===== src/rtl/core/obq_pkg.sv =====
// ----------------------------------------------------------------------------
// One-bit quantizer package
// Widths, field positions and defaults shared by the core and its checker.
// ----------------------------------------------------------------------------
package obq_pkg;

    localparam int SAMPLE_IN_WIDTH  = 16;
    localparam int SUM_WIDTH        = 32;
    localparam int NEG_MEAN_WIDTH   = 16;
    localparam int POS_MEAN_WIDTH   = 15;
    localparam int TDATA_WIDTH      = 1 + NEG_MEAN_WIDTH + POS_MEAN_WIDTH;

    // Result word layout, lowest bit up: code, neg_mean, pos_mean
    localparam int CODE_BIT         = 0;
    localparam int NEG_MEAN_LSB     = CODE_BIT + 1;
    localparam int NEG_MEAN_MSB     = NEG_MEAN_LSB + NEG_MEAN_WIDTH - 1;
    localparam int POS_MEAN_LSB     = NEG_MEAN_MSB + 1;

    localparam int DIV_STEP_WIDTH   = $clog2(SUM_WIDTH);

    localparam int DEF_MAX_LEN      = 65536;
    localparam int DEF_SAMPLE_WIDTH = 16;

    // Magnitude at which the non-positive mean pins to its most negative value
    localparam logic [SUM_WIDTH-1:0] NEG_MAG_LIMIT = SUM_WIDTH'(32768);
    localparam logic [NEG_MEAN_WIDTH-1:0] NEG_MEAN_MIN = {1'b1, {(NEG_MEAN_WIDTH-1){1'b0}}};
    localparam logic [POS_MEAN_WIDTH-1:0] POS_MEAN_MAX = {POS_MEAN_WIDTH{1'b1}};

endpackage


===== src/rtl/core/one_bit_quantizer_mean_recon.sv =====
// ----------------------------------------------------------------------------
// One-bit sign quantizer with conditional-mean reconstruction
// Emits a sign code per sample and, at the end of each block, the means of
// the positive and the non-positive samples.
// ----------------------------------------------------------------------------
// Usage:
//   The s_ channel takes one signed sample per request in s_tdata, with
//   s_tlast on the final sample of a block. The m_ channel returns one
//   result per request: code in m_tdata[0], and on the final result the
//   non-positive mean in m_tdata[16:1] and the positive mean in
//   m_tdata[31:17], with m_tuser flagging that the means are present.
//   m_tlast copies s_tlast.
//   A sample without s_tlast is folded into the running sums and its
//   result is registered in the cycle after acceptance; one such sample can
//   be taken every cycle while the receiver keeps up.
//   A final sample starts two passes of one shared restoring divider, one
//   quotient bit a cycle: each mean passes a load, the quotient steps and
//   a store. Its result is registered once the result register is free,
//   and s_tready stays low meanwhile. The sums and counts are then cleared
//   for the next block. Reset clears the sums, counts and output valid;
//   the block is ready as soon as reset ends. While a result waits on
//   m_tready, the result register holds and no new sample is taken.
// ----------------------------------------------------------------------------
module one_bit_quantizer_mean_recon #(
    parameter int MAX_LEN      = obq_pkg::DEF_MAX_LEN,
    parameter int SAMPLE_WIDTH = obq_pkg::DEF_SAMPLE_WIDTH
) (
    input  logic                               aclk,
    input  logic                               aresetn,
    input  logic                               s_tvalid,
    output logic                               s_tready,
    input  logic [obq_pkg::SAMPLE_IN_WIDTH-1:0] s_tdata,  // sample
    input  logic                               s_tlast,
    output logic                               m_tvalid,
    input  logic                               m_tready,
    output logic [obq_pkg::TDATA_WIDTH-1:0]    m_tdata,   // code, neg_mean, pos_mean
    output logic                               m_tuser,   // means_valid
    output logic                               m_tlast
);
    import obq_pkg::*;

    localparam int CW    = $clog2(MAX_LEN + 1);
    localparam int EXT_W = SUM_WIDTH + 1;
    localparam logic [CW-1:0] COUNT_LIMIT = CW'(MAX_LEN);
    localparam logic [DIV_STEP_WIDTH-1:0] STEP_LAST = DIV_STEP_WIDTH'(SUM_WIDTH - 1);

    typedef enum logic [2:0] {
        ST_IDLE,
        ST_LOAD,
        ST_DIV,
        ST_STORE,
        ST_PUT
    } state_t;

    state_t                      state_reg, state_next;
    logic [SUM_WIDTH-1:0]        pos_sum_reg, pos_sum_next;
    logic [SUM_WIDTH-1:0]        neg_sum_reg, neg_sum_next;
    logic [CW-1:0]               pos_cnt_reg, pos_cnt_next;
    logic [CW-1:0]               neg_cnt_reg, neg_cnt_next;
    logic [SUM_WIDTH-1:0]        dvd_reg, dvd_next;
    logic [CW-1:0]               rem_reg, rem_next;
    logic [CW-1:0]               dvs_reg, dvs_next;
    logic [DIV_STEP_WIDTH-1:0]   step_reg, step_next;
    logic                        side_reg, side_next;
    logic                        code_reg, code_next;
    logic [NEG_MEAN_WIDTH-1:0]   neg_mean_reg, neg_mean_next;
    logic [POS_MEAN_WIDTH-1:0]   pos_mean_reg, pos_mean_next;
    logic                        m_tvalid_reg, m_tvalid_next;
    logic [TDATA_WIDTH-1:0]      m_tdata_reg, m_tdata_next;
    logic                        m_tuser_reg, m_tuser_next;
    logic                        m_tlast_reg, m_tlast_next;

    logic [SAMPLE_IN_WIDTH+SAMPLE_WIDTH-1:0] tdata_wide;
    logic [SAMPLE_WIDTH-1:0]     raw_sample;
    logic signed [EXT_W-1:0]     sample_ext;
    logic                        is_pos;
    logic                        out_free;
    logic                        s_accept;
    logic [CW:0]                 rem_shift;
    logic [CW:0]                 rem_diff;

    function automatic logic [SUM_WIDTH-1:0] sat_add(
        input logic [SUM_WIDTH-1:0] acc,
        input logic [EXT_W-1:0]     inc
    );
        logic [EXT_W-1:0] total;
        total = {acc[SUM_WIDTH-1], acc} + inc;
        if (total[EXT_W-1] != total[SUM_WIDTH-1]) begin
            return total[EXT_W-1] ? {1'b1, {(SUM_WIDTH-1){1'b0}}}
                                  : {1'b0, {(SUM_WIDTH-1){1'b1}}};
        end
        return total[SUM_WIDTH-1:0];
    endfunction

    // Sign-extend from bit SAMPLE_WIDTH-1; bits above the port read as zero
    assign tdata_wide = {{SAMPLE_WIDTH{1'b0}}, s_tdata};
    assign raw_sample = tdata_wide[SAMPLE_WIDTH-1:0];
    assign sample_ext = EXT_W'($signed(raw_sample));
    assign is_pos     = !sample_ext[EXT_W-1] && (sample_ext != '0);

    assign out_free = !m_tvalid_reg || m_tready;
    assign s_tready = (state_reg == ST_IDLE) && out_free;
    assign s_accept = s_tvalid && s_tready;

    assign rem_shift = {rem_reg, dvd_reg[SUM_WIDTH-1]};
    assign rem_diff  = rem_shift - {1'b0, dvs_reg};

    always_comb begin
        state_next    = state_reg;
        pos_sum_next  = pos_sum_reg;
        neg_sum_next  = neg_sum_reg;
        pos_cnt_next  = pos_cnt_reg;
        neg_cnt_next  = neg_cnt_reg;
        dvd_next      = dvd_reg;
        rem_next      = rem_reg;
        dvs_next      = dvs_reg;
        step_next     = step_reg;
        side_next     = side_reg;
        code_next     = code_reg;
        neg_mean_next = neg_mean_reg;
        pos_mean_next = pos_mean_reg;
        m_tvalid_next = m_tvalid_reg && !m_tready;
        m_tdata_next  = m_tdata_reg;
        m_tuser_next  = m_tuser_reg;
        m_tlast_next  = m_tlast_reg;

        case (state_reg)
            ST_IDLE: begin
                if (s_accept) begin
                    // Drop samples of a side whose count is full
                    if (is_pos) begin
                        if (pos_cnt_reg < COUNT_LIMIT) begin
                            pos_sum_next = sat_add(pos_sum_reg, sample_ext);
                            pos_cnt_next = pos_cnt_reg + 1'b1;
                        end
                    end else begin
                        if (neg_cnt_reg < COUNT_LIMIT) begin
                            neg_sum_next = sat_add(neg_sum_reg, sample_ext);
                            neg_cnt_next = neg_cnt_reg + 1'b1;
                        end
                    end
                    if (s_tlast) begin
                        code_next  = is_pos;
                        side_next  = 1'b0;
                        state_next = ST_LOAD;
                    end else begin
                        m_tvalid_next = 1'b1;
                        m_tdata_next  = TDATA_WIDTH'(is_pos);
                        m_tuser_next  = 1'b0;
                        m_tlast_next  = 1'b0;
                    end
                end
            end
            ST_LOAD: begin
                // Divide magnitudes; the non-positive sum is negated first
                dvd_next   = side_reg ? pos_sum_reg : ('0 - neg_sum_reg);
                dvs_next   = side_reg ? pos_cnt_reg : neg_cnt_reg;
                rem_next   = '0;
                step_next  = '0;
                state_next = ST_DIV;
            end
            ST_DIV: begin
                if (!rem_diff[CW]) begin
                    rem_next = rem_diff[CW-1:0];
                    dvd_next = {dvd_reg[SUM_WIDTH-2:0], 1'b1};
                end else begin
                    rem_next = rem_shift[CW-1:0];
                    dvd_next = {dvd_reg[SUM_WIDTH-2:0], 1'b0};
                end
                step_next = step_reg + 1'b1;
                if (step_reg == STEP_LAST) begin
                    state_next = ST_STORE;
                end
            end
            ST_STORE: begin
                if (!side_reg) begin
                    if (dvs_reg == '0) begin
                        neg_mean_next = '0;
                    end else if (dvd_reg >= NEG_MAG_LIMIT) begin
                        neg_mean_next = NEG_MEAN_MIN;
                    end else begin
                        neg_mean_next = '0 - dvd_reg[NEG_MEAN_WIDTH-1:0];
                    end
                    side_next  = 1'b1;
                    state_next = ST_LOAD;
                end else begin
                    if (dvs_reg == '0) begin
                        pos_mean_next = '0;
                    end else if (dvd_reg > SUM_WIDTH'(POS_MEAN_MAX)) begin
                        pos_mean_next = POS_MEAN_MAX;
                    end else begin
                        pos_mean_next = dvd_reg[POS_MEAN_WIDTH-1:0];
                    end
                    state_next = ST_PUT;
                end
            end
            ST_PUT: begin
                if (out_free) begin
                    m_tvalid_next = 1'b1;
                    m_tdata_next  = {pos_mean_reg, neg_mean_reg, code_reg};
                    m_tuser_next  = 1'b1;
                    m_tlast_next  = 1'b1;
                    pos_sum_next  = '0;
                    neg_sum_next  = '0;
                    pos_cnt_next  = '0;
                    neg_cnt_next  = '0;
                    state_next    = ST_IDLE;
                end
            end
            default: begin
                state_next = ST_IDLE;
            end
        endcase
    end

    always_ff @(posedge aclk) begin
        if (!aresetn) begin
            state_reg    <= ST_IDLE;
            pos_sum_reg  <= '0;
            neg_sum_reg  <= '0;
            pos_cnt_reg  <= '0;
            neg_cnt_reg  <= '0;
            side_reg     <= 1'b0;
            m_tvalid_reg <= 1'b0;
        end else begin
            state_reg    <= state_next;
            pos_sum_reg  <= pos_sum_next;
            neg_sum_reg  <= neg_sum_next;
            pos_cnt_reg  <= pos_cnt_next;
            neg_cnt_reg  <= neg_cnt_next;
            side_reg     <= side_next;
            m_tvalid_reg <= m_tvalid_next;
        end
        dvd_reg      <= dvd_next;
        rem_reg      <= rem_next;
        dvs_reg      <= dvs_next;
        step_reg     <= step_next;
        code_reg     <= code_next;
        neg_mean_reg <= neg_mean_next;
        pos_mean_reg <= pos_mean_next;
        m_tdata_reg  <= m_tdata_next;
        m_tuser_reg  <= m_tuser_next;
        m_tlast_reg  <= m_tlast_next;
    end

    assign m_tvalid = m_tvalid_reg;
    assign m_tdata  = m_tdata_reg;
    assign m_tuser  = m_tuser_reg;
    assign m_tlast  = m_tlast_reg;

endmodule


===== config.mk =====
export PLATFORM = sky130hd
export DESIGN_NAME = one_bit_quantizer_mean_recon
export DESIGN_NICKNAME = d
export VERILOG_FILES = /design/src/rtl/core/obq_pkg.sv /design/src/rtl/core/one_bit_quantizer_mean_recon.sv
export SDC_FILE = /design/constraint.sdc
export NUM_CORES = 1
export LEC_CHECK = 0
export BUFFER_PORTS_ARGS = -buffer_cell sky130_fd_sc_hd__buf_2
export CAP_MARGIN = 20
export CORE_MARGIN = 5
export CORE_UTILIZATION = 25
export CTS_BUF_LIST = sky130_fd_sc_hd__clkbuf_2 sky130_fd_sc_hd__clkbuf_4 sky130_fd_sc_hd__clkbuf_8
export DETAILED_ROUTE_END_ITERATION = 6
export GPL_TIMING_DRIVEN = 0
export PLACE_DENSITY = 0.42
export SYNTH_ARGS = -nofsm -noshare
export SYNTH_HDL_FRONTEND = slang
export SYNTH_SLANG_ARGS = --single-unit

===== constraint.sdc =====
create_clock -name aclk -period 5.4 [get_ports aclk]
set_input_delay 0.54 -clock aclk [delete_from_list [all_inputs] [get_ports aclk]]
set_output_delay 0.54 -clock aclk [all_outputs]
set_load 0.02 [all_outputs]

* Word-level counts from Yosys, hierarchy flattened
Cells that the tools add are included.
** Operators by class
- Add/subtract/negate cells :: 8
- $lt $le $gt $ge :: 4
- Equality and inequality tests :: 16
- Muxes and demuxes :: 64
- Bitwise gates (word level) :: 1
- Reduce and logical (&&, ||, !) cells :: 23
** Operator list (number)
- $mux W32 :: 17
- $pmux W32 S2 :: 4
- $mux W17 :: 9
- $pmux W17 S2 :: 3
- $add A32 B16 Y33 :: 2
- $add A17 B1 Y17 const B :: 2
- $lt A17 B17 Y1 const B :: 2
- $reduce_bool A33 Y1 :: 1
- $ge A32 B16 Y1 const B :: 1
- $gt A32 B15 Y1 const B :: 1
- $sub A1 B32 Y32 const A :: 1
- $mux W1 :: 19
- $sub A18 B17 Y18 :: 1
- $logic_not A17 Y1 :: 1
- $mux W16 :: 1
- $sub A1 B16 Y16 const A :: 1
- $mux W15 :: 1
- $mux W3 :: 5
- $pmux W3 S5 :: 1
- $ne A2 B2 Y1 const B :: 7
- $pmux W5 S2 :: 1
- $reduce_and A5 Y1 :: 2
- $reduce_and A4 Y1 :: 2
- $eq A3 B2 Y1 const B :: 2
- other kinds (16) :: 29
** Word-level totals
- Register bits after elaboration :: 239
- Word-level logic and storage cells :: 133

* Longest topological paths before layout
Gate-level depths: netlist of run 1.
- Word-level depth :: 12
- Mapped depth :: 13
- Depth with buffers taken out :: 12

* Least setup slack after synthesis of run 1
Ideal clock, no wire load.
- Path type :: input-to-reg
- Start :: input port s_tdata[0] in the netlist's numbering
- End :: register neg_sum_reg[21]
- Setup time :: 74 ps
- Arrival :: 3414 ps
- Data required time :: 5326 ps
- Path slack :: 1911 ps
- Cell stages on the path :: 13
- Buffers on the path :: 2
- Cell sequence :: ha_1 fa_1 a21o_1 a221oi_2 a211oi_1 or2_2 o41ai_1 o21ba_2 xor2_1 buf_2 buf_2 nor2_1 o21ai_0
** Between the ends
- Word-level cells in the longest chain between the ends :: 12
- Elaborated cells between the ends (all ways) :: 18
** RTL lines
- start: declaration :: RTL line one_bit_quantizer_mean_recon.sv:32 : input logic [obq_pkg::SAMPLE_IN_WIDTH-1:0] s_tdata,
- $add A32 B16 Y33 :: RTL line one_bit_quantizer_mean_recon.sv:87 : total = {acc[SUM_WIDTH-1], acc} + inc;
- $ne A1 B1 Y1 :: RTL line one_bit_quantizer_mean_recon.sv:88 : if (total[EXT_W-1] != total[SUM_WIDTH-1]) begin
- $mux W1 :: RTL line one_bit_quantizer_mean_recon.sv:88
- $mux W1 :: RTL line one_bit_quantizer_mean_recon.sv:137 : if (neg_cnt_reg < COUNT_LIMIT) begin
- $mux W1 :: RTL line one_bit_quantizer_mean_recon.sv:131 : if (is_pos) begin
- $mux W1 :: RTL line one_bit_quantizer_mean_recon.sv:129 : if (s_accept) begin
- $mux W1 :: RTL line one_bit_quantizer_mean_recon.sv:127 : case (state_reg)
- $mux W32 :: RTL line one_bit_quantizer_mean_recon.sv:92 : return total[SUM_WIDTH-1:0];
- $mux W32 :: RTL line one_bit_quantizer_mean_recon.sv:137
- $mux W32 :: RTL line one_bit_quantizer_mean_recon.sv:131
- $mux W32 :: RTL line one_bit_quantizer_mean_recon.sv:129
- $pmux W32 S2 :: RTL line one_bit_quantizer_mean_recon.sv:127
- end signal: assignment :: RTL line one_bit_quantizer_mean_recon.sv:228 : neg_sum_reg <= neg_sum_next;
- end: declaration :: RTL line one_bit_quantizer_mean_recon.sv:57 : logic [SUM_WIDTH-1:0] neg_sum_reg, neg_sum_next;
Parallel ways exist; a longest one is shown, timed or not. The select of a mux whose other input is x is not followed.
A chain may end at the register's enable or synchronous reset.

* Final worst setup path of run 1
- Start :: register neg_sum_reg[0]
- End :: register neg_sum_reg[27]
** Between the ends
- Word-level cells in the longest chain between the ends :: 12
- Elaborated cells between the ends (all ways) :: 14
** RTL lines (RTL line)
- $add A32 B16 Y33 * :: one_bit_quantizer_mean_recon.sv:87
- $ne A1 B1 Y1 :: one_bit_quantizer_mean_recon.sv:88
- $mux W1 :: one_bit_quantizer_mean_recon.sv:88
- $mux W1 :: one_bit_quantizer_mean_recon.sv:137
- $mux W1 :: one_bit_quantizer_mean_recon.sv:131
- $mux W1 :: one_bit_quantizer_mean_recon.sv:129
- $mux W1 :: one_bit_quantizer_mean_recon.sv:127
- $mux W32 * :: one_bit_quantizer_mean_recon.sv:92
- $mux W32 * :: one_bit_quantizer_mean_recon.sv:137
- $mux W32 * :: one_bit_quantizer_mean_recon.sv:131
- $mux W32 * :: one_bit_quantizer_mean_recon.sv:129
- $pmux W32 S2 * :: one_bit_quantizer_mean_recon.sv:127
Mark *: on every way between the ends. The rest lies on a longest branch, timed or not. The select of a mux whose other input is x is not followed.

==> flow_metrics.tcl, run 1 <==
set metrics [dict create \
    outcome "finished, final reports clean" \
    synth_area_leaders "edfxtp_1 (28%), dfxtp_1 (14%), ha_1 (7.3%), nor2_1 (5.5%), a21oi_1 (4.8%)" \
    synth_top_family_by_area "simple AND/OR/NAND/NOR gates" \
    tns_ps 0 \
    crit_path_frequent_cell "buf_2" \
    yosysSeqAreaShare_pct 41.5 \
    synth_edf_count 136 \
    antenna_found_initial 0 \
    chipWidth_um 254 \
    hold_depth 3 \
    p_total_mw 7.79 \
    p_sw_share_pct 39.8 \
    tightest_slew_ps 1000 \
    cp_max_fo 10 \
    r2r-start "neg_sum_reg[0]$_SDFFE_PN0P_" \
    fmax_ghz 0.220 \
    start_util_pct 25.2 \
    ctsRootBufferMaster "clkbuf_8" \
    postCtsSetupRepairBufs 0 \
    worst_setup_path_end_kind "flip-flop" \
    synthAdderAreaFrac_pct 7.82 \
    p_leak_nw 6.85 \
    async_reset_ff_share_pct 0 \
    ys_top_cells_by_count "nor2_1 (219), a21oi_1 (142), edfxtp_1 (136), nand2_1 (127), o21ai_0 (104)" \
    netlist_area_sq_um 14800 \
    wl_um 42100 \
    clk_latency_ps 580 \
    port_buffers 56 \
    antenna_left 0 \
    cts_tree "yes" \
    fin_crit_sh_pct 84.1 \
    vias 12055 \
    synth_cell_types 81 \
    layout_min_cycle_time_ps 4540 \
    maxCapViolations 0 \
    holdPathEnd "m_tvalid$_SDFF_PN0_" \
    post_synth.cell_area_avg_sq_um 9.03 \
    drtPass1Iterations 5 \
    grt_usage_pct 12.7 \
    p_clk_share_pct 23.1 \
    cp-start-kind "flip-flop" \
    dp_hpwl_um 32200 \
    place_congestion 0.819 \
    r2r-end "neg_sum_reg[27]$_SDFFE_PN0P_" \
    synth_nets 1752 \
    worstPathArrival_ps 5020 \
    synthXorXnorAreaFrac_pct 7.80 \
    drive_above_1_share_pct 10.6 \
    reg2reg_slack_ps 860 \
    synth_top_area_cell "edfxtp_1" \
    clkTransAtPathRegs_ps 60 \
    synth_mux_area_share_pct 2.93 \
    post_cts_resized 0 \
    ir_worst_vdd_v 0.000263 \
    fin_nets 1856 \
    internal_power_mw 4.69 \
    critPathSlowestCell "o41ai_1" \
    grt_first_pass_wirelength_um 66300 \
    drc 0 \
    drt_iter0_drc 502 \
    final_cell_count_no_fill 2553 \
    grt_max_degree 55 \
    drv_slew 0 \
    crit_type "flip-flop to flip-flop" \
    synth_compound_area_share_pct 17.4 \
    cts_htree_levels 2 \
    seqPwrFrac_pct 34.8 \
    synthesis.instances 1641 \
    wl_per_cell_um 16.5 \
    gr-total-overflow 0 \
    cpPeakStageDelay_ps 720 \
    use_met2_pct 21.3 \
    powerDensity_nw_per_um2 458 \
    combinationalPowerShare_pct 42.1 \
    die_y_um 254 \
    synth.most_common_cell "nor2_1" \
    met1_usage_pct 17.1 \
    core-area_sq_um 58900 \
    grt_pass1_vias 11979 \
    crit_buf_inv 2 \
    cts_buffers 43 \
    reg2reg_depth 13 \
    dp.cells 2472 \
    ys.flop_type "edfxtp_1" \
    io-pin-count 57 \
    clock_path_buffers 3 \
    hold_violations 0 \
    worstPathCellList "ha_1 > fa_1 > a21o_1 > a221oi_2 > a211oi_1 > or2_2 > o41ai_1 > o21ba_2 > xor2_1 > buf_2 > buf_2 > nor2_1 > o21ai_0" \
    fillerInstances 6261 \
    rsz0062_at_grt "no" \
    dieArea_sq_um 64300 \
    cpLargestDelayFamily "compound AO/OA/AOI/OAI gates" \
    power.switching_mw 3.10 \
    grt-busiest-layer "met2" \
    cts_hold_buf 0 \
    met3_usage_pct 2.00 \
    required_ps 5880 \
    ys.warnings.count 0 \
    fin_skew_ps 29.4 \
    vias_per_cell 4.72 \
    relSlewSlack_pct 32.3 \
    worst_hold_slack_ps 380 \
    cts.sinks 239 \
    area_delta_synth_final_pct 14.8 \
    min_from "m_tready" \
    rows 89 \
    min_path_type "primary input to flip-flop" \
    setup_viol 0 \
    ys_ff_latch 239 \
    synth_top_area_share_pct 27.5 \
    synth_simple_gate_area_share_pct 19.4 \
]
placed cells by master, fill, tap and decap left out, types with 34 or more instances in the layout:
cell	synthesis	final
nand3_1	36	36
a21oi_1	142	142
nor2_1	219	217
clkbuf_1	74	74
xnor2_1	59	59
edfxtp_1	136	136
clkbuf_8	0	47
xor2_1	73	73
a21o_1	34	34
o21ai_0	104	104
and3_1	46	46
buf_2	4	60
inv_1	43	43
ha_1	87	87
nand2_1	127	127
dfxtp_1	103	103
worst max-delay path by stage:
stage	from	end	slack, ps	depth (start not counted)
final	neg_sum_reg[0]$_SDFFE_PN0P_	neg_sum_reg[27]$_SDFFE_PN0P_	860	13
after floorplan	s_tdata[0]	neg_sum_reg[21]$_SDFFE_PN0P_	1910	13
after detailed placement	s_tdata[0]	neg_sum_reg[28]$_SDFFE_PN0P_	540	14
after CTS	neg_sum_reg[0]$_SDFFE_PN0P_	neg_sum_reg[28]$_SDFFE_PN0P_	750	13
after global placement	s_tdata[0]	neg_sum_reg[28]$_SDFFE_PN0P_	540	14
after global routing	neg_sum_reg[0]$_SDFFE_PN0P_	neg_sum_reg[28]$_SDFFE_PN0P_	560	13
layer usage:
metal  share of wire, %  vias up
met3                4.1       69
met2                 46      194
met1                 47     5627
li1                   -     6165
met4                2.4        0
met5                  0        -
cells by family after synthesis:
group / count (synthesis)
xor+xnor: 132
simple gates: 596
fa+ha+maj: 91
mux: 41
flops: 239
buf+inv: 126
compound gates: 416
worst min-delay path, cell delays in order:
cell and delay [ps]:
buf_2 70, nor2b_1 90, o21a_1 200
power by group through the flow:
stage | clock, mW | sequential, mW | combinational (mW)
3_3_place_gp | 0 | 2.76 | 3.26
4_1_cts | 1.87 | 2.71 | 3.30
6_report | 1.80 | 2.71 | 3.28
2_1_floorplan | 0 | 2.67 | 2.42
5_1_grt | 1.94 | 2.76 | 3.67
3_5_place_dp | 0 | 2.75 | 3.28
metrics by stage:
step | utilization [%] | setup slack [ps] | area, sq um
2_1_floorplan | - | 1910 | 14800
3_3_place_gp | 27.3 | 545 | 16100
3_5_place_dp | 27.3 | 543 | 16100
4_1_cts | 28.9 | 746 | 17000
5_1_grt | 28.9 | 559 | 17000
6_report | 28.9 | 858 | 17000
final cells by class:
type                    instances  area (sq um)  area share (%)
multi-input cells            1276          8210            48.3
plain buffers                  81           313            1.84
diodes                          1          2.50          0.0147
well taps                     773           967            5.69
clock buffers                  62           759            4.46
clock inverters                17           135           0.794
inverters                      45           169           0.993
repair buffers                 59           307            1.80
flip-flops and latches        239          6150            36.1
Note: power is estimated with default switching activity, not from simulation.
==> run 2: changes to the inputs <==
--- a/config.mk
+++ b/config.mk
@@ -12,7 +12,7 @@
 export CTS_BUF_LIST = sky130_fd_sc_hd__clkbuf_2 sky130_fd_sc_hd__clkbuf_4 sky130_fd_sc_hd__clkbuf_8
 export DETAILED_ROUTE_END_ITERATION = 6
 export GPL_TIMING_DRIVEN = 0
-export PLACE_DENSITY = 0.42
+export PLACE_DENSITY = 0.43
 export SYNTH_ARGS = -nofsm -noshare
 export SYNTH_HDL_FRONTEND = slang
 export SYNTH_SLANG_ARGS = --single-unit
==> constraint.sdc (replaced) <==
create_clock -name aclk -period 4.08 [get_ports aclk]
set_input_delay 0.408 -clock aclk [delete_from_list [all_inputs] [get_ports aclk]]
set_output_delay 0.408 -clock aclk [all_outputs]
set_load 0.02 [all_outputs]
==> run 2 against run 1 <==
Against the previous run:
- power increased by 33%
- core utilization increased by 0.21 points
- non-clock buffer count unchanged
- critical path depth decreased by 1
- largest cell class unchanged
- critical path type unchanged
- combinational power increased by 33%
- critical endpoint is now pos_sum_reg[13]$_SDFFE_PN0P_
- sequential share of layout area decreased by 0.26 points
- via count increased by 0.12%
- highest routed layer unchanged
- sequential power increased by 32%
==> flow_metrics.tcl, run 2 (synthesis results as in run 1) <==
set metrics [dict create \
    area_delta_synth_final_pct 15.6 \
    final_util_pct 29.1 \
    relSlewSlack_pct 36.4 \
    chipWidth_um 254 \
    power.switching_mw 4.08 \
    cts.sinks 239 \
    hold_violations 0 \
    worst_slack_ps 246 \
    cp-start-kind "flip-flop" \
    vias_per_cell 4.73 \
    rsz0062_at_grt "no" \
    worst_setup_path_end_kind "flip-flop" \
    required_ps 4540 \
    wl_um 41800 \
    multi_input_area_sq_um 8290 \
    seqPwrFrac_pct 34.7 \
    internal_power_mw 6.27 \
    drt_iter0_drc 454 \
    critPathSlowestCell "or4_1" \
    layout.area.seq_sq_um 6150 \
    ctsRootBufferMaster "clkbuf_8" \
    p_sw_share_pct 39.4 \
    final_cell_mix "nor2_1 (218), a21oi_1 (141), edfxtp_1 (136)" \
    dp_hpwl_um 32100 \
    fillerInstances 6270 \
    place_congestion 0.817 \
    fmax_ghz 0.261 \
    r2r-end "pos_sum_reg[13]$_SDFFE_PN0P_" \
    dieArea_sq_um 64300 \
    cts_buffers 43 \
    combinationalPowerShare_pct 42.0 \
    holdPathEnd "pos_cnt_reg[1]$_SDFFE_PN0P_" \
    drive_above_1_share_pct 11.6 \
    rows 89 \
    layout_min_cycle_time_ps 3830 \
    start_util_pct 25.2 \
    die_y_um 254 \
    crit_buf_inv 1 \
    crit_type "flip-flop to flip-flop" \
    fin_skew_ps 42.1 \
    wl_met2_um 19300 \
    tightest_slew_ps 942 \
    worstPathArrival_ps 4300 \
    grt_usage_pct 12.6 \
    clock_path_buffers 3 \
    r2r-start "pos_sum_reg[0]$_SDFFE_PN0P_" \
    grt_first_pass_wirelength_um 66200 \
    met1_length_um 19800 \
    min_from "aresetn" \
    outcome "finished, final reports clean" \
    fin_nets 1856 \
    worstPathCellList "ha_1 > fa_1 > a211oi_1 > o211ai_1 > nor3b_1 > or4_1 > a21oi_4 > o41ai_2 > xor2_1 > clkbuf_2 > a2111oi_1 > o21ai_0" \
    p_leak_nw 6.91 \
    tns_ps 0 \
    powerDensity_nw_per_um2 604 \
    setup_viol 0 \
    drv_slew 0 \
    grt_pass1_vias 12022 \
    antenna_found_initial 1 \
    port_buffers 56 \
    cpLargestDelayFamily "compound AO/OA/AOI/OAI gates" \
    core-area_sq_um 58900 \
    p_clk_share_pct 23.3 \
    clkTransAtPathRegs_ps 60 \
    grt_max_degree 55 \
    p_total_mw 10.4 \
    drtPass1Iterations 5 \
    top_layer "met4" \
    cts_htree_levels 2 \
    wl_per_cell_um 16.4 \
    layout_commonest_cell "nor2_1" \
    ir_worst_vdd_v 0.000371 \
    dpl_worst_slack_ps -687 \
    reg2reg_depth 12 \
    reg2reg_slack_ps 250 \
    cts_tree "yes" \
    drc 0 \
    min_path_type "primary input to flip-flop" \
    clk_latency_ps 590 \
    antenna_left 0 \
    routed-wl-met3_um 1580 \
    hold_depth 2 \
    gr-total-overflow 0 \
    fin_crit_sh_pct 94.0 \
    vias 12069 \
    cpPeakStageDelay_ps 590 \
    io-pin-count 57 \
    cp_max_fo 10 \
    maxCapViolations 0 \
]
## run 2: final cells by class
type | count | area share, %
Multi-Input combinational cell | 1276 | 48.4
Sequential cell | 239 | 35.9
Tap cell | 773 | 5.64
Clock buffer | 71 | 4.94
Buffer | 81 | 1.94
Timing Repair Buffer | 59 | 1.83
Inverter | 45 | 0.986
Clock inverter | 7 | 0.431
Antenna cell | 1 | 0.0146
## run 2: power groups by stage
stage,Combinational (mW),Clock [mW],Sequential [mW]
after floorplan,3.21,0,3.53
after global placement,4.29,0,3.65
after detailed placement,4.33,0,3.64
after CTS,4.37,2.51,3.60
after global routing,4.89,2.61,3.66
final,4.35,2.41,3.59
## run 2: per-layer routing
metal | global-route usage [%] | vias up
li1 | - | 6156
met1 | 17.1 | 5661
met2 | 21.2 | 182
met3 | 1.80 | 70
met4 | 3.55 | 0
met5 | 0 | -
## run 2: worst max path at each step
stage / startpoint / slack [ps] / endpoint / cells past startpoint
after floorplan: s_tdata[0] / 720 / neg_sum_reg[21]$_SDFFE_PN0P_ / 13
after global placement: s_tdata[0] / -640 / neg_sum_reg[21]$_SDFFE_PN0P_ / 14
after detailed placement: s_tdata[0] / -690 / neg_sum_reg[28]$_SDFFE_PN0P_ / 14
after CTS: pos_sum_reg[0]$_SDFFE_PN0P_ / 20 / pos_sum_reg[6]$_SDFFE_PN0P_ / 11
after global routing: neg_sum_reg[0]$_SDFFE_PN0P_ / 20 / neg_sum_reg[28]$_SDFFE_PN0P_ / 13
final: pos_sum_reg[0]$_SDFFE_PN0P_ / 250 / pos_sum_reg[13]$_SDFFE_PN0P_ / 12
## run 2: stage by stage
| stage | instance area [sq um] | hold slack [ps] | std cells |
|---|---|---|---|
| 3_3_place_gp | 16100 | 471 | 2470 |
| 3_5_place_dp | 16100 | 477 | 2473 |
| 5_1_grt | 17100 | 226 | 2552 |
| 4_1_cts | 17100 | 206 | 2551 |
| 2_1_floorplan | 14800 | 442 | 1641 |
| 6_report | 17100 | 250 | 2552 |
## run 2: timing repair
item,CTS,global route
pin swaps,0,0
endpoints found under the setup margin,62,60
buffers inserted,0,0
gates resized for setup,12,18
hold buffers,0,0
==> run 3: changes to the inputs <==
--- a/config.mk
+++ b/config.mk
@@ -5,6 +5,7 @@
 export SDC_FILE = /design/constraint.sdc
 export NUM_CORES = 1
 export LEC_CHECK = 0
+export ABC_AREA = 1
 export BUFFER_PORTS_ARGS = -buffer_cell sky130_fd_sc_hd__buf_2
 export CAP_MARGIN = 20
 export CORE_MARGIN = 5
==> run 3 against run 2 <==
Against the previous run:
- critical path depth rose by 3
- sequential share of layout area fell by 4.4 points
- register-to-register slack improved by 1000 ps
- cell count rose by 36%
- worst setup slack improved by 930 ps
- cell area rose by 14%
- maximum frequency rose by 32%
- clock skew fell by 12 ps
- non-clock buffer count fell by 6
- via count rose by 33%
- sequential cell count did not move
- critical path type is now primary input to flip-flop
==> flow_metrics.tcl, run 3 <==
set metrics [dict create \
    area_delta_synth_final_pct 14.4 \
    netlist_area_sq_um 17100 \
    powerDensity_nw_per_um2 653 \
    worst_setup_path_end_kind "flip-flop" \
    r2r-end "neg_sum_reg[3]$_SDFFE_PN0P_" \
    p_total_mw 12.7 \
    cts.sinks 239 \
    wl_per_cell_um 16.6 \
    drc 0 \
    grt_max_degree 36 \
    clock_path_buffers 3 \
    min_from "aresetn" \
    p_leak_nw 8.62 \
    cts_hold_buf 0 \
    reg2reg_slack_ps 1280 \
    synth_simple_gate_area_share_pct 31.6 \
    wl_um 57500 \
    clkTransAtPathRegs_ps 60 \
    required_ps 4510 \
    synth_compound_area_share_pct 12.3 \
    dieArea_sq_um 73500 \
    min_path_type "primary input to flip-flop" \
    vias 16045 \
    antenna_left 0 \
    ys_ff_latch 239 \
    setup_viol 0 \
    synth_top_area_cell "edfxtp_1" \
    post_cts_resized 0 \
    ctsRootBufferMaster "clkbuf_8" \
    grt_pass1_vias 15499 \
    vias_per_cell 4.64 \
    clk_latency_ps 590 \
    synth.most_common_cell "nand2_1" \
    synth_nets 2557 \
    cts_htree_levels 2 \
    synthAdderAreaFrac_pct 6.73 \
    fmax_ghz 0.344 \
    start_util_pct 25.3 \
    synthXorXnorAreaFrac_pct 3.95 \
    worstPathArrival_ps 3340 \
    crit_type "primary input to flip-flop" \
    synth_mux_area_share_pct 0 \
    drtPass1Iterations 5 \
    dp_hpwl_um 46000 \
    synth_top_family_by_area "simple AND/OR/NAND/NOR gates" \
    cts_tree "yes" \
    cp-start-kind "primary input" \
    yosysSeqAreaShare_pct 36.0 \
    grt_usage_pct 15.1 \
    synthesis.instances 2446 \
    chipWidth_um 271 \
    drive_above_1_share_pct 9.59 \
    reg2reg_depth 14 \
    final_cell_mix "nand2_1 (721), inv_1 (319), nor2_1 (230)" \
    async_reset_ff_share_pct 0 \
    core-area_sq_um 67400 \
    ys.flop_type "edfxtp_1" \
    fin_crit_sh_pct 71.2 \
    ir_worst_vdd_v 0.000227 \
    synth_cell_types 50 \
    maxCapViolations 0 \
    relSlewSlack_pct 38.3 \
    port_buffers 56 \
    rsz0062_at_grt "no" \
    postCtsSetupRepairBufs 0 \
    outcome "finished, final reports clean" \
    antenna_found_initial 1 \
    synth_edf_count 136 \
    ys.warnings.count 0 \
    drt_iter0_drc 1200 \
    place_congestion 0.882 \
    cp_max_fo 35 \
    r2r-start "neg_sum_reg[15]$_SDFFE_PN0P_" \
    synth_area_leaders "edfxtp_1 (24%), nand2_1 (16%), dfxtp_1 (12%), inv_1 (7.0%), ha_1 (6.4%)" \
    io-pin-count 57 \
    final_util_pct 28.9 \
    fin_nets 2664 \
    fin_skew_ps 30.6 \
    die_y_um 271 \
    holdPathEnd "pos_cnt_reg[0]$_SDFFE_PN0P_" \
    drv_slew 0 \
    rows 95 \
    tightest_slew_ps 926 \
    worst_hold_slack_ps 165 \
    hold_depth 3 \
    post_synth.cell_area_avg_sq_um 6.97 \
    synth_top_area_share_pct 23.9 \
    ys_top_cells_by_count "nand2_1 (721), inv_1 (319), nor2_1 (231), a21oi_1 (182), nand3_1 (152)" \
    layout_min_cycle_time_ps 2910 \
    hold_violations 0 \
    layout_commonest_cell "nand2_1" \
    grt_first_pass_wirelength_um 88700 \
    cts_buffers 44 \
    gr-total-overflow 0 \
]
==> run 3: worst max-delay path by stage <==
| stage | startpoint | to | slack [ps] | cells after the start |
|---|---|---|---|---|
| after floorplan | state_reg[2]$_SDFFE_PN0P_ | dvd_reg[0]$_DFFE_PP_ | 660 | 3 |
| after global placement | state_reg[2]$_SDFFE_PN0P_ | dvd_reg[4]$_DFFE_PP_ | -980 | 3 |
| after detailed placement | s_tdata[15] | neg_sum_reg[8]$_SDFFE_PN0P_ | 620 | 15 |
| after CTS | s_tdata[15] | neg_sum_reg[3]$_SDFFE_PN0P_ | 1260 | 15 |
| after global routing | s_tdata[15] | neg_sum_reg[1]$_SDFFE_PN0P_ | 1040 | 17 |
| final | s_tdata[15] | neg_sum_reg[3]$_SDFFE_PN0P_ | 1170 | 15 |
==> run 3: where the power goes <==
group	switching, mW	total [mW]	internal [mW]	leakage [nW]
Clock	1.09	2.60	1.50	0.511
Sequential	0.542	3.81	3.27	2.11
Combinational	4.19	6.34	2.15	5.99
==> run 3: layer usage <==
layer	up-vias	track usage (%)	part of all wire (%)
li1	8212	-	-
met1	7415	21.3	49
met2	345	24.5	44
met3	73	1.68	4.2
met4	0	4.12	2.5
met5	-	0	0
==> run 3: critical path, cell delays in order <==
cell and delay [ps]:
buf_2 660, ha_1 420, a21oi_1 250, nand2_1 170, a21oi_1 180, nand2_2 140
nand2_2 120, nand2_1 70, nand2_1 80, nand2_2 140, nand2_2 170, buf_2 260
nand3_1 110, nand2_1 90, a21oi_2 50
==> run 3: cell families after synthesis <==
kind of cell / after synthesis
AOI/OAI and AO/OA: 374
xor gates and xnor gates: 77
adders and majority gates: 90
buffers and inverters: 398
DFF: 239
and+or+nand+nor: 1268
==> run 3: through the flow <==
step	area [sq um]	instances	TNS, ps	worst slack (ps)
6_report	19500	3461	0	1170
5_1_grt	19500	3461	0	1040
4_1_cts	19500	3460	0	1260
3_5_place_dp	18500	3380	0	617
3_3_place_gp	18400	3375	-59450	-983
2_1_floorplan	17100	2446	0	659
==> run 3: area by class of cell <==
class	instances	area [sq um]
antenna	1	2.50
buffer	73	379
clock buffer	62	785
clock inverter	18	194
fill	7369	47900
inverter	325	1220
multi-input combinational	1809	9340
sequential	239	6150
tap	873	1090
timing repair buffer	61	355
